## src/sv/ipte_pkg.sv

```systemverilog
// ----------------------------------------------------------------------------
// ipte_pkg
// Shared types, constants and header check functions for the Ethernet / IPv4
// / TCP payload extractor.
// ----------------------------------------------------------------------------
`default_nettype none

package ipte_pkg;

    localparam logic [15:0] LINK_HEADER_BYTES = 16'd14;

    localparam logic [3:0] V_DELIVERED    = 4'd0;
    localparam logic [3:0] V_EMPTY        = 4'd1;
    localparam logic [3:0] V_SHORT_IP     = 4'd2;
    localparam logic [3:0] V_NOT_V4       = 4'd3;
    localparam logic [3:0] V_NOT_TCP      = 4'd4;
    localparam logic [3:0] V_BAD_IHL      = 4'd5;
    localparam logic [3:0] V_FRAGMENT     = 4'd6;
    localparam logic [3:0] V_SHORT_TCP    = 4'd7;
    localparam logic [3:0] V_BAD_TOTAL    = 4'd8;
    localparam logic [3:0] V_BAD_TCP_LEN  = 4'd9;
    localparam logic [3:0] V_INCONSISTENT = 4'd10;
    localparam logic [3:0] V_EXCEEDS      = 4'd11;
    localparam logic [3:0] V_PASSED       = 4'd15;

    localparam logic [3:0]  IP_VERSION4   = 4'd4;
    localparam logic [7:0]  PROTO_TCP     = 8'd6;
    localparam logic [17:0] MIN_HDR_BYTES = 18'd20;
    localparam logic [15:0] REL_PROTOCOL  = 16'd9;
    localparam logic [15:0] REL_VER_IHL   = 16'd0;
    localparam logic [15:0] REL_TOTAL_HI  = 16'd2;
    localparam logic [15:0] REL_TOTAL_LO  = 16'd3;
    localparam logic [15:0] REL_FLAGS_HI  = 16'd6;
    localparam logic [15:0] REL_FLAGS_LO  = 16'd7;
    localparam logic [15:0] TCP_OFF_REL   = 16'd12;
    localparam logic [15:0] POS_MAX       = 16'hFFFF;
    localparam logic [7:0]  CHAR_DOT      = 8'h2E;

    localparam logic KIND_CHAR    = 1'b0;
    localparam logic KIND_VERDICT = 1'b1;

    typedef struct packed {
        logic [7:0]  frame_byte;
        logic        first_of_record;
        logic        last_of_record;
        logic [15:0] record_length;
    } t_in_item;

    typedef struct packed {
        logic        result_kind;
        logic [7:0]  payload_char;
        logic [3:0]  verdict;
        logic        last_of_run;
    } t_out_item;

    typedef struct packed {
        logic [1:0] cnt;
        t_out_item  r0;
        t_out_item  r1;
    } t_push;

    typedef struct packed {
        logic [3:0]  verdict;
        logic [15:0] start;
        logic [15:0] left;
    } t_tcp_chk;

    function automatic logic [3:0] check_ip(
        input logic [15:0] cap,
        input logic [7:0]  vi,
        input logic [7:0]  proto,
        input logic [15:0] total,
        input logic [15:0] fo
    );
        logic [17:0] lk;
        logic [17:0] h;
        logic [17:0] c;
        logic [17:0] tl;
        logic [3:0]  r;
        lk = {2'b00, LINK_HEADER_BYTES};
        h  = {12'd0, vi[3:0], 2'b00};
        c  = {2'b00, cap};
        tl = {2'b00, total};
        if (c < lk + MIN_HDR_BYTES) begin
            r = V_SHORT_IP;
        end else if (vi[7:4] != IP_VERSION4) begin
            r = V_NOT_V4;
        end else if (proto != PROTO_TCP) begin
            r = V_NOT_TCP;
        end else if (h < MIN_HDR_BYTES || lk + h > c) begin
            r = V_BAD_IHL;
        end else if (fo[12:0] != 13'd0 || fo[13]) begin
            r = V_FRAGMENT;
        end else if (lk + h + MIN_HDR_BYTES > c) begin
            r = V_SHORT_TCP;
        end else if (lk + tl > c) begin
            r = V_BAD_TOTAL;
        end else begin
            r = V_PASSED;
        end
        return r;
    endfunction

    function automatic t_tcp_chk check_tcp(
        input logic [15:0] cap,
        input logic [7:0]  vi,
        input logic [15:0] total,
        input logic [3:0]  nib
    );
        logic [17:0] lk;
        logic [17:0] h;
        logic [17:0] t;
        logic [17:0] c;
        logic [17:0] tl;
        logic [17:0] pay;
        logic [17:0] st;
        t_tcp_chk    r;
        lk  = {2'b00, LINK_HEADER_BYTES};
        h   = {12'd0, vi[3:0], 2'b00};
        t   = {12'd0, nib, 2'b00};
        c   = {2'b00, cap};
        tl  = {2'b00, total};
        st  = lk + h + t;
        pay = tl - h - t;
        r.start = st[15:0];
        r.left  = pay[15:0];
        if (t < MIN_HDR_BYTES || st > c) begin
            r.verdict = V_BAD_TCP_LEN;
        end else if (tl < h + t) begin
            r.verdict = V_INCONSISTENT;
        end else if (pay == 18'd0) begin
            r.verdict = V_EMPTY;
        end else if (st + pay > c) begin
            r.verdict = V_EXCEEDS;
        end else begin
            r.verdict = V_DELIVERED;
        end
        return r;
    endfunction

endpackage

`default_nettype wire

```

## src/sv/ipv4_tcp_payload_extractor.sv

```systemverilog
// ----------------------------------------------------------------------------
// ipv4_tcp_payload_extractor
// Parses captured Ethernet / IPv4 / TCP frames byte by byte and emits the
// printable TCP payload followed by one verdict code per frame.
//
// Input channel: one frame byte per item with first / last markers and the
// capture length on the first byte. Output channel: one result per item,
// either a payload character or the frame verdict.
// A byte is taken at any edge with i_in_valid high and o_in_stall low and is
// parsed in that cycle. Its results go to a four-entry result queue; the
// first reaches the output in the cycle after the byte is taken when the queue
// was empty, otherwise it waits behind older results. A header byte gives no
// result, a payload byte one and a last byte one or two, so one byte per
// cycle is sustained while the receiver takes results, except during runs of
// last bytes that each also carry a payload character.
// o_in_stall rises when the queue holds more than two results: while the
// receiver holds i_out_stall high, or after such a run of two-result bytes.
// Results wait in the queue and none are dropped.
// Reset clears the parse state and empties the queue.
// ----------------------------------------------------------------------------
`default_nettype none

module ipv4_tcp_payload_extractor (
    input  wire                 i_clk,
    input  wire                 i_rst_n,
    input  wire                 i_in_valid,
    output logic                o_in_stall,
    input  wire ipte_pkg::t_in_item i_in_item,
    output logic                o_out_valid,
    input  wire                 i_out_stall,
    output ipte_pkg::t_out_item o_out_item
);

    logic [15:0] r_pos,   c_pos,   n_pos;
    logic [15:0] r_cap,   c_cap,   n_cap;
    logic [7:0]  r_vi,    c_vi,    n_vi;
    logic [7:0]  r_proto, c_proto, n_proto;
    logic [15:0] r_total, c_total, n_total;
    logic [15:0] r_fo,    c_fo,    n_fo;
    logic [3:0]  r_nib,   c_nib,   n_nib;
    logic [3:0]  r_fv,    c_fv,    n_fv;
    logic        r_known, c_known, n_known;
    logic [15:0] r_start, c_start, n_start;
    logic [15:0] r_left,  c_left,  n_left;

    logic [15:0] w_rel;
    logic        w_in_hdr;
    logic        w_ip_byte;
    logic        w_tcp_byte;
    logic        w_emit;
    logic        w_accept;
    logic        w_full;
    logic [7:0]  w_b;
    logic [7:0]  w_char;
    logic [3:0]  w_ip_v;
    ipte_pkg::t_tcp_chk  w_tcp;
    ipte_pkg::t_out_item w_char_item;
    ipte_pkg::t_out_item w_verd_item;
    ipte_pkg::t_push     w_push;

    assign w_accept   = i_in_valid && !w_full;
    assign o_in_stall = w_full;
    assign w_b        = i_in_item.frame_byte;

    always_comb begin
        if (i_in_item.first_of_record) begin
            c_pos   = 16'd0;
            c_cap   = i_in_item.record_length;
            c_vi    = 8'd0;
            c_proto = 8'd0;
            c_total = 16'd0;
            c_fo    = 16'd0;
            c_nib   = 4'd0;
            c_fv    = 4'd0;
            c_known = 1'b0;
            c_start = 16'd0;
            c_left  = 16'd0;
        end else begin
            c_pos   = r_pos;
            c_cap   = r_cap;
            c_vi    = r_vi;
            c_proto = r_proto;
            c_total = r_total;
            c_fo    = r_fo;
            c_nib   = r_nib;
            c_fv    = r_fv;
            c_known = r_known;
            c_start = r_start;
            c_left  = r_left;
        end

        w_rel    = c_pos - ipte_pkg::LINK_HEADER_BYTES;
        w_in_hdr = !c_known && (c_pos >= ipte_pkg::LINK_HEADER_BYTES);

        n_cap   = c_cap;
        n_vi    = c_vi;
        n_proto = c_proto;
        n_total = c_total;
        n_fo    = c_fo;
        if (w_in_hdr) begin
            priority if (w_rel == ipte_pkg::REL_VER_IHL) begin
                n_vi = w_b;
            end else if (w_rel == ipte_pkg::REL_TOTAL_HI) begin
                n_total = {w_b, c_total[7:0]};
            end else if (w_rel == ipte_pkg::REL_TOTAL_LO) begin
                n_total = {c_total[15:8], w_b};
            end else if (w_rel == ipte_pkg::REL_FLAGS_HI) begin
                n_fo = {w_b, c_fo[7:0]};
            end else if (w_rel == ipte_pkg::REL_FLAGS_LO) begin
                n_fo = {c_fo[15:8], w_b};
            end else if (w_rel == ipte_pkg::REL_PROTOCOL) begin
                n_proto = w_b;
            end else begin
            end
        end

        w_ip_byte  = w_in_hdr && (w_rel == ipte_pkg::REL_PROTOCOL);
        w_tcp_byte = w_in_hdr && (w_rel > ipte_pkg::REL_PROTOCOL)
                     && (w_rel == {10'd0, n_vi[3:0], 2'b00} + ipte_pkg::TCP_OFF_REL);
        n_nib      = w_tcp_byte ? w_b[7:4] : c_nib;

        w_ip_v = ipte_pkg::check_ip(n_cap, n_vi, n_proto, n_total, n_fo);
        w_tcp  = ipte_pkg::check_tcp(n_cap, n_vi, n_total, n_nib);

        n_known = c_known;
        n_fv    = c_fv;
        n_start = c_start;
        n_left  = c_left;

        w_emit = !w_in_hdr && c_known && (c_fv == ipte_pkg::V_DELIVERED)
                 && (c_left != 16'd0) && (c_pos >= c_start);
        if (w_emit) begin
            n_left = c_left - 16'd1;
        end

        if (w_ip_byte && w_ip_v != ipte_pkg::V_PASSED) begin
            n_known = 1'b1;
            n_fv    = w_ip_v;
        end
        if (w_tcp_byte) begin
            n_known = 1'b1;
            n_fv    = w_tcp.verdict;
            if (w_tcp.verdict == ipte_pkg::V_DELIVERED) begin
                n_start = w_tcp.start;
                n_left  = w_tcp.left;
            end
        end
        if (i_in_item.last_of_record && !n_known) begin
            n_known = 1'b1;
            if (w_ip_v != ipte_pkg::V_PASSED) begin
                n_fv = w_ip_v;
            end else begin
                n_fv = w_tcp.verdict;
                if (w_tcp.verdict == ipte_pkg::V_DELIVERED) begin
                    n_start = w_tcp.start;
                    n_left  = w_tcp.left;
                end
            end
        end

        n_pos = (c_pos != ipte_pkg::POS_MAX) ? c_pos + 16'd1 : c_pos;

        if ((w_b >= 8'h20 && w_b <= 8'h7E) || w_b == 8'h0D || w_b == 8'h0A
            || w_b == 8'h09) begin
            w_char = w_b;
        end else begin
            w_char = ipte_pkg::CHAR_DOT;
        end

        w_char_item.result_kind  = ipte_pkg::KIND_CHAR;
        w_char_item.payload_char = w_char;
        w_char_item.verdict      = 4'd0;
        w_char_item.last_of_run  = !i_in_item.last_of_record;

        w_verd_item.result_kind  = ipte_pkg::KIND_VERDICT;
        w_verd_item.payload_char = 8'd0;
        w_verd_item.verdict      = n_fv;
        w_verd_item.last_of_run  = 1'b1;

        w_push.cnt = w_accept ? ({1'b0, w_emit} + {1'b0, i_in_item.last_of_record}) : 2'd0;
        w_push.r0  = w_emit ? w_char_item : w_verd_item;
        w_push.r1  = w_verd_item;
    end

    always_ff @(posedge i_clk) begin
        if (!i_rst_n) begin
            r_pos   <= 16'd0;
            r_cap   <= 16'd0;
            r_vi    <= 8'd0;
            r_proto <= 8'd0;
            r_total <= 16'd0;
            r_fo    <= 16'd0;
            r_nib   <= 4'd0;
            r_fv    <= 4'd0;
            r_known <= 1'b0;
            r_start <= 16'd0;
            r_left  <= 16'd0;
        end else if (w_accept) begin
            r_pos   <= n_pos;
            r_cap   <= n_cap;
            r_vi    <= n_vi;
            r_proto <= n_proto;
            r_total <= n_total;
            r_fo    <= n_fo;
            r_nib   <= n_nib;
            r_fv    <= n_fv;
            r_known <= n_known;
            r_start <= n_start;
            r_left  <= n_left;
        end
    end

    ipte_outq u_outq (
        .i_clk       (i_clk),
        .i_rst_n     (i_rst_n),
        .i_push      (w_push),
        .o_full      (w_full),
        .o_out_valid (o_out_valid),
        .i_out_stall (i_out_stall),
        .o_out_item  (o_out_item)
    );

    // verdict codes stay in range
    a_verdict_range: assert property (@(posedge i_clk) disable iff (!i_rst_n)
        o_out_valid && o_out_item.result_kind |-> o_out_item.verdict <= ipte_pkg::V_EXCEEDS)
        else $error("verdict code out of range");

    // payload results carry no verdict
    a_char_clean: assert property (@(posedge i_clk) disable iff (!i_rst_n)
        o_out_valid && !o_out_item.result_kind |-> o_out_item.verdict == 4'd0)
        else $error("payload result with verdict bits");

    // a last byte always queues a verdict
    a_last_verdict: assert property (@(posedge i_clk) disable iff (!i_rst_n)
        w_accept && i_in_item.last_of_record |-> w_push.cnt != 2'd0 && n_known)
        else $error("last byte without verdict");

    // payload flows only for delivered frames
    a_emit_delivered: assert property (@(posedge i_clk) disable iff (!i_rst_n)
        w_accept && w_emit |-> r_known && r_fv == ipte_pkg::V_DELIVERED)
        else $error("payload for rejected frame");

endmodule

`default_nettype wire

```

## src/sv/ipte_outq.sv

```systemverilog
// ----------------------------------------------------------------------------
// ipte_outq
// Four-entry result queue; takes up to two results per cycle and hands out
// one per cycle on a valid / stall channel.
// ----------------------------------------------------------------------------
`default_nettype none

module ipte_outq (
    input  wire                 i_clk,
    input  wire                 i_rst_n,
    input  wire ipte_pkg::t_push i_push,
    output logic                o_full,
    output logic                o_out_valid,
    input  wire                 i_out_stall,
    output ipte_pkg::t_out_item o_out_item
);

    ipte_pkg::t_out_item r_q [4];
    logic [1:0] r_wp;
    logic [1:0] r_rp;
    logic [2:0] r_count;
    logic [1:0] n_wp;
    logic [1:0] n_rp;
    logic [2:0] n_count;
    logic       w_pop;

    assign o_out_valid = (r_count != 3'd0);
    assign o_out_item  = r_q[r_rp];
    assign o_full      = (r_count > 3'd2);
    assign w_pop       = o_out_valid && !i_out_stall;

    always_comb begin
        n_wp    = r_wp + i_push.cnt;
        n_rp    = r_rp + {1'b0, w_pop};
        n_count = r_count + {1'b0, i_push.cnt} - {2'b00, w_pop};
    end

    always_ff @(posedge i_clk) begin
        if (!i_rst_n) begin
            r_wp    <= 2'd0;
            r_rp    <= 2'd0;
            r_count <= 3'd0;
        end else begin
            r_wp    <= n_wp;
            r_rp    <= n_rp;
            r_count <= n_count;
        end
    end

    always_ff @(posedge i_clk) begin
        if (i_push.cnt != 2'd0) begin
            r_q[r_wp] <= i_push.r0;
        end
        if (i_push.cnt == 2'd2) begin
            r_q[r_wp + 2'd1] <= i_push.r1;
        end
    end

endmodule

`default_nettype wire

```

## config.mk

```make
export PLATFORM = sky130hd
export DESIGN_NAME = ipv4_tcp_payload_extractor
export DESIGN_NICKNAME = d
export VERILOG_FILES = /design/src/sv/ipte_pkg.sv /design/src/sv/ipv4_tcp_payload_extractor.sv /design/src/sv/ipte_outq.sv
export SDC_FILE = /design/constraint.sdc
export NUM_CORES = 1
export LEC_CHECK = 0
export BUFFER_PORTS_ARGS = -buffer_cell sky130_fd_sc_hd__buf_4
export CORE_MARGIN = 3
export CORE_UTILIZATION = 45
export CTS_BUF_LIST = sky130_fd_sc_hd__clkbuf_2
export CTS_CLUSTER_DIAMETER = 100
export DETAILED_ROUTE_END_ITERATION = 8
export PLACE_DENSITY = 0.62
export SYNTH_ARGS = -nofsm -noshare
export SYNTH_HDL_FRONTEND = slang
export SYNTH_HIERARCHICAL = 1
export SYNTH_SLANG_ARGS = --single-unit
```

## constraint.sdc

```tcl
create_clock -name i_clk -period 10.9 [get_ports i_clk]
set_input_delay 1.09 -clock i_clk [delete_from_list [all_inputs] [get_ports i_clk]]
set_output_delay 1.09 -clock i_clk [all_outputs]
set_load 0.01 [all_outputs]
```

==> results.yml, run 1 <==
run_status:
  status: "finished, final reports clean"
global_route:
  grt_pass1_vias: 12212
  overflow: 0
  grt_max_degree: 88
  antenna_found_initial: 2
  grt_pass1_wl_um: 68500
  grtUsageTotal_pct: 24.3
route:
  ant_nets: 0
  drtIter0Drc: 1056
  wl_met1_um: 19600
  top_layer: "met4"
  drt-total-wl_um: 43500
  via_per_inst: 5.95
  met2WireLength_um: 20000
  vias: 12861
  wire_per_inst_um: 20.1
  drc_errors: 0
  wl_met3_um: 2870
  firstDrtPassIters: 5
pwr:
  power_mw: 2.62
  p_sw_share_pct: 46.0
  clkPwrFrac_pct: 14.7
  ir_drop_mv: 0.186
  power_switching_mw: 1.21
  power_density_mw_per_mm2: 164
  p_leak_nw: 6.57
  power_frac_seq_pct: 31.0
  internal-power_mw: 1.41
  p_comb_share_pct: 54.2
placement:
  post-dp-hpwl_um: 31300
  place_area_mm2: 0.0157
  place.gp.congestion: 0.915
  place_ws_ps: 229
  portBuffers: 45
critical_path:
  reg2reg_depth: 40
  crit_type: "reg -> reg"
  slowest_delay_ps: 550
  end_kind: "flop"
  slowest_stage: "or3_1"
  startpoint_type: "flop"
  cp_max_fo: 27
  cp.arrival_ps: 10830
  crit_required_ps: 11730
yosys:
  yosys.cell_types.count: 115
  synth_edf_count: 56
  syn_inst: 1669
  synthArstFlopShare_pct: 0
  seq_area_frac_synth_pct: 28.1
  netlist_area_mm2: 0.0149
  syn_area_per_cell_um2: 8.95
  synth_ff_type: "dfxtp_1"
  synth_warnings: 6
  ys_seq_elements: 182
sta:
  fin_crit_ps: 10010
  fin_skew_ps: 74.2
  max_freq_mhz: 99.9
  finalSetupViolCount: 0
  period_share_pct: 91.8
  rsz0062_at_grt: "no"
  hold_viol: 0
  setup_slack_ps: 893
  drv_slew: 0
  tns_ps: 0
  maxSlewHeadroom_pct: 26.1
  tightest_slew_ps: 1100
clock_network:
  path_clk_slew_ps: 360
  clock_latency_ps: 910
  cts_tree: "built"
  cts_hold_buf: 0
  cts.htree.levels: 4
  post-cts-setup-buffers: 0
  cts_buffers: 17
  cts_sinks: 182
  clock-root-buffer: "clkbuf_2"
  ctsResizeCount: 0
  clock_path_buffers: 2
cells_and_area:
  fin_nets: 1838
  drive_gt1_share_pct: 12.5
  mostFrequentLayoutCell: "nand2_1"
  mostFrequentLayoutCells: "nand2_1, dfxtp_1, nor2_1"
  area_growth_pct: 6.93
  finalInstanceArea_mm2: 0.0160
die:
  core_mm2: 0.0326
  num_rows: 66
  die_height_um: 188
  ios: 46
  initial_utilization_pct: 45.8
  die_x_um: 188
  die_area_mm2: 0.0354
worst_hold_path:
  holdPathStages: 3
  hp-class: "in -> reg"
flow_run:
  drv_cap: 0
[through the flow]
stage	util, %	hold WS [ps]	std cells
after floorplan	-	421	1712
final	49.0	376	2163
after global routing	49.0	296	2163
after CTS	48.9	302	2159
after global placement	48.2	437	2127
after detailed placement	48.2	442	2127
[cell families after synthesis]
logic type | count (synthesis) | synth area share [%]
DFF | 182 | 28.1
and+or+nand+nor | 634 | 23.0
xor gates and xnor gates | 84 | 5.27
AOI/OAI and AO/OA | 381 | 18.7
other | 2 | 0.0502
adders and majority gates | 105 | 9.02
muxes | 137 | 11.5
buffers and inverters | 144 | 4.33
[path summary, 6_finish.rpt]
path                           from                       to  slack [ps]
max           r_pos[1]$_SDFFE_PN0P_  r_start[7]$_SDFFE_PN0P_         890
min                   i_in_item[11]   r_cap[11]$_SDFFE_PN0P_         380
max reg2reg   r_pos[1]$_SDFFE_PN0P_  r_start[7]$_SDFFE_PN0P_         890
min reg2reg  r_cap[13]$_SDFFE_PN0P_   r_cap[13]$_SDFFE_PN0P_         480
[power by group through the flow]
stage | logic [mW] | clock network [mW] | registers (mW)
final | 1.42 | 0.386 | 0.812
after CTS | 1.40 | 0.400 | 0.812
after detailed placement | 1.39 | 0 | 0.825
after floorplan | 1.04 | 0 | 0.796
after global routing | 1.55 | 0.426 | 0.820
after global placement | 1.37 | 0 | 0.824
[worst max-delay path: cells and delay by family (launching register included)]
| kind | cells | cell delay (ps) |
|---|---|---|
| AOI/OAI and AO/OA | 17 | 3980 |
| xor gates and xnor gates | 2 | 380 |
| adders and majority gates | 5 | 1580 |
| buffers and inverters | 3 | 330 |
| DFF | 1 | 480 |
| muxes | 2 | 640 |
| and+or+nand+nor | 11 | 2590 |
[routing by layer]
metal	up-vias	track usage (%)
met5	-	0
met4	0	7.33
met3	69	4.30
met2	464	39.3
met1	6166	33.2
li1	6162	-
[state kept, by name (all words and copies together), names as in the netlist, 3 cells and up]
signal and count:
u_outq/r_count 3, r_vi 8, r_left 16, r_pos 16, r_nib 4, r_proto 8, r_fv 4, r_fo 14
r_total 16, r_start 16, r_cap 16, u_outq/r_q 56
[cells in the mapped netlist, drive strengths merged (10+ instances only)]
cell type / instances / share of area (%)
o21a: 21 / 1.1
ha: 99 / 8.3
or3: 13 / 0.54
o211a: 19 / 1.3
xnor2: 43 / 2.7
a21boi: 27 / 1.4
nor3: 47 / 1.9
edfxtp: 56 / 11
a31oi: 16 / 0.81
and3: 27 / 1.2
nand2b: 19 / 0.81
mux2: 71 / 5.7
nand3: 52 / 2.0
mux2i: 52 / 3.7
nor2: 118 / 3.1
xor2: 40 / 2.4
a22oi: 27 / 1.4
nand2: 161 / 4.0
buf: 37 / 1.6
mux4: 14 / 2.1
and2: 31 / 1.3
a21oi: 77 / 2.7
nor4: 12 / 0.60
clkbuf: 54 / 1.4
inv: 52 / 1.3
a2111oi: 10 / 1.1
o21ai: 69 / 2.3
a21o: 33 / 1.7
nand4: 31 / 1.6
dfxtp: 126 / 17
nor2b: 70 / 2.9
[cell type report]
cell class                      instances  area [um2]
Timing Repair Buffer                   64         480
Antenna cell                            4        10.0
Sequential cell                       182        4200
Multi-Input combinational cell       1386       10300
Clock buffer                           17        85.1
Fill cell                            3178       16600
Inverter                               53         199
Clock inverter                         15         171
Tap cell                              442         553
Power figures use the tool's default switching activity.
==> run 2: changes to the inputs <==
--- a/config.mk
+++ b/config.mk
@@ -6,12 +6,14 @@
 export NUM_CORES = 1
 export LEC_CHECK = 0
 export BUFFER_PORTS_ARGS = -buffer_cell sky130_fd_sc_hd__buf_4
+export CELL_PAD_IN_SITES_DETAIL_PLACEMENT = 0
+export CELL_PAD_IN_SITES_GLOBAL_PLACEMENT = 1
 export CORE_MARGIN = 3
 export CORE_UTILIZATION = 45
 export CTS_BUF_LIST = sky130_fd_sc_hd__clkbuf_2
 export CTS_CLUSTER_DIAMETER = 100
 export DETAILED_ROUTE_END_ITERATION = 8
-export PLACE_DENSITY = 0.62
+export PLACE_DENSITY = 0.77
 export SYNTH_ARGS = -nofsm -noshare
 export SYNTH_HDL_FRONTEND = slang
 export SYNTH_HIERARCHICAL = 1
==> results.yml, run 2 (synthesis results as in run 1) <==
run_status:
  status: "finished, final reports clean"
global_route:
  grt_max_degree: 91
  grt_pass1_wl_um: 70100
  grt_use_met2_pct: 40.3
  met3_usage_pct: 4.30
  busiest_layer: "met2"
  grtUsageMet1_pct: 34.2
  grt_pass1_vias: 12314
  grtUsageTotal_pct: 25.1
  antenna_found_initial: 2
  overflow: 0
cells_and_area:
  largest-register: "u_outq/r_q"
  mostFrequentLayoutCells: "nand2_1, dfxtp_1, nor2_1"
  multiInputGateArea_mm2: 0.0103
  final-seq-area_mm2: 0.00420
  final.fill_count: 3132
  fin_nets: 1843
  largest_register_ffs: 56
  mostFrequentLayoutCell: "nand2_1"
  area_growth_pct: 7.29
  drive_gt1_share_pct: 12.8
critical_path:
  path_common_cell: "ha_1"
  r2r-end: "r_start[4]$_SDFFE_PN0P_"
  reg2reg_depth: 37
  crit_type: "reg -> reg"
  crit_required_ps: 11690
  slowest_delay_ps: 560
  worstReg2RegStart: "r_pos[1]$_SDFFE_PN0P_"
  r2r_slack_ps: 1000
  startpoint_type: "flop"
  cp.arrival_ps: 10700
  cp_max_fo: 27
  end_kind: "flop"
  slowest_stage: "or4b_4"
sta:
  max_freq_mhz: 101
  tns_ps: 0
  maxSlewHeadroom_pct: 15.4
  tightest_slew_ps: 1260
  drv_slew: 0
  fin_crit_ps: 9900
  hold_viol: 0
  finalSetupViolCount: 0
  fin_skew_ps: 52.5
  rsz0062_at_grt: "no"
  period_share_pct: 90.9
worst_hold_path:
  min_to: "r_cap[3]$_SDFFE_PN0P_"
  min_from: "i_in_item[3]"
  hp-class: "in -> reg"
  holdPathStages: 3
route:
  firstDrtPassIters: 6
  vias: 12731
  drtIter0Drc: 876
  drc_errors: 0
  wire_per_inst_um: 20.3
  via_per_inst: 5.87
  ant_nets: 0
  drt-total-wl_um: 44000
pwr:
  power_density_mw_per_mm2: 164
  power_mw: 2.62
  ir_drop_mv: 0.0937
  p_leak_nw: 6.61
clock_network:
  cts_hold_buf: 0
  clock-root-buffer: "clkbuf_2"
  cts_tree: "built"
  cts_sinks: 182
  post-cts-setup-buffers: 0
  path_clk_slew_ps: 310
  cts_buffers: 17
  clock_latency_ps: 850
  clock_path_buffers: 2
  ctsResizeCount: 0
  cts.htree.levels: 4
die:
  core_mm2: 0.0326
  die_x_um: 188
  die_height_um: 188
  die_area_mm2: 0.0354
  initial_utilization_pct: 45.8
  num_rows: 66
  ios: 46
flow_run:
  drv_cap: 0
placement:
  place.gp.congestion: 0.971
  portBuffers: 45
  post-dp-hpwl_um: 31800
[run 2: through the flow]
stage                     cell area (um2)  setup WS, ps  hold slack [ps]  cells  utilization [%]
final                               16000           996              467   2168             49.2
after global routing                16000           367              368   2168             49.2
after CTS                           16000          1160              353   2164             49.1
after detailed placement            15700           455              445   2132             48.3
after global placement              15700           731              439   2132             48.3
after floorplan                     15100          12.0              421   1712                -
[run 2: power breakdown]
part,total (mW),leakage [nW],internal (mW),switching [mW]
clock,0.408,0.169,0.123,0.284
sequential,0.811,1.53,0.757,0.0545
combinational,1.40,4.91,0.573,0.832
total,2.62,6.61,1.45,1.17
[run 2: worst max path at each step]
stage                     cells after the start  slack [ps]                    endpoint             startpoint
final                                        37        1000     r_start[4]$_SDFFE_PN0P_  r_pos[1]$_SDFFE_PN0P_
after CTS                                    37        1160     r_start[6]$_SDFFE_PN0P_  r_pos[1]$_SDFFE_PN0P_
after global placement                       40         730     r_start[5]$_SDFFE_PN0P_          i_in_item[17]
after floorplan                              51          10  u_outq/r_q[3][1]$_DFFE_PP_          i_in_item[17]
after detailed placement                     40         450     r_start[4]$_SDFFE_PN0P_          i_in_item[17]
after global routing                         38         370     r_start[6]$_SDFFE_PN0P_  r_pos[2]$_SDFFE_PN0P_
[run 2: worst max-delay path, delay by kind of cell, from the launching register on]
family / cells / cell delay, ps
AOI/OAI and AO/OA: 15 / 3860
xor gates and xnor gates: 2 / 510
adders and majority gates: 4 / 1100
buffers and inverters: 2 / 350
DFF: 1 / 490
muxes: 3 / 870
and+or+nand+nor: 11 / 2630
[run 2: final cells by class]
type | instances | area share [%]
tap | 442 | 3.45
antenna | 4 | 0.0624
clock buffer | 19 | 0.593
timing repair buffer | 69 | 3.23
clock inverter | 13 | 1.13
multi-input combinational | 1386 | 64.1
sequential | 182 | 26.2
inverter | 53 | 1.24
[run 2: per-layer routing]
metal	share of wire, %	wire length, um	vias up
li1	-	-	6180
met1	45	20000	6082
met2	45	19900	405
met3	6.3	2750	64
met4	3.1	1340	0
met5	0	0	-
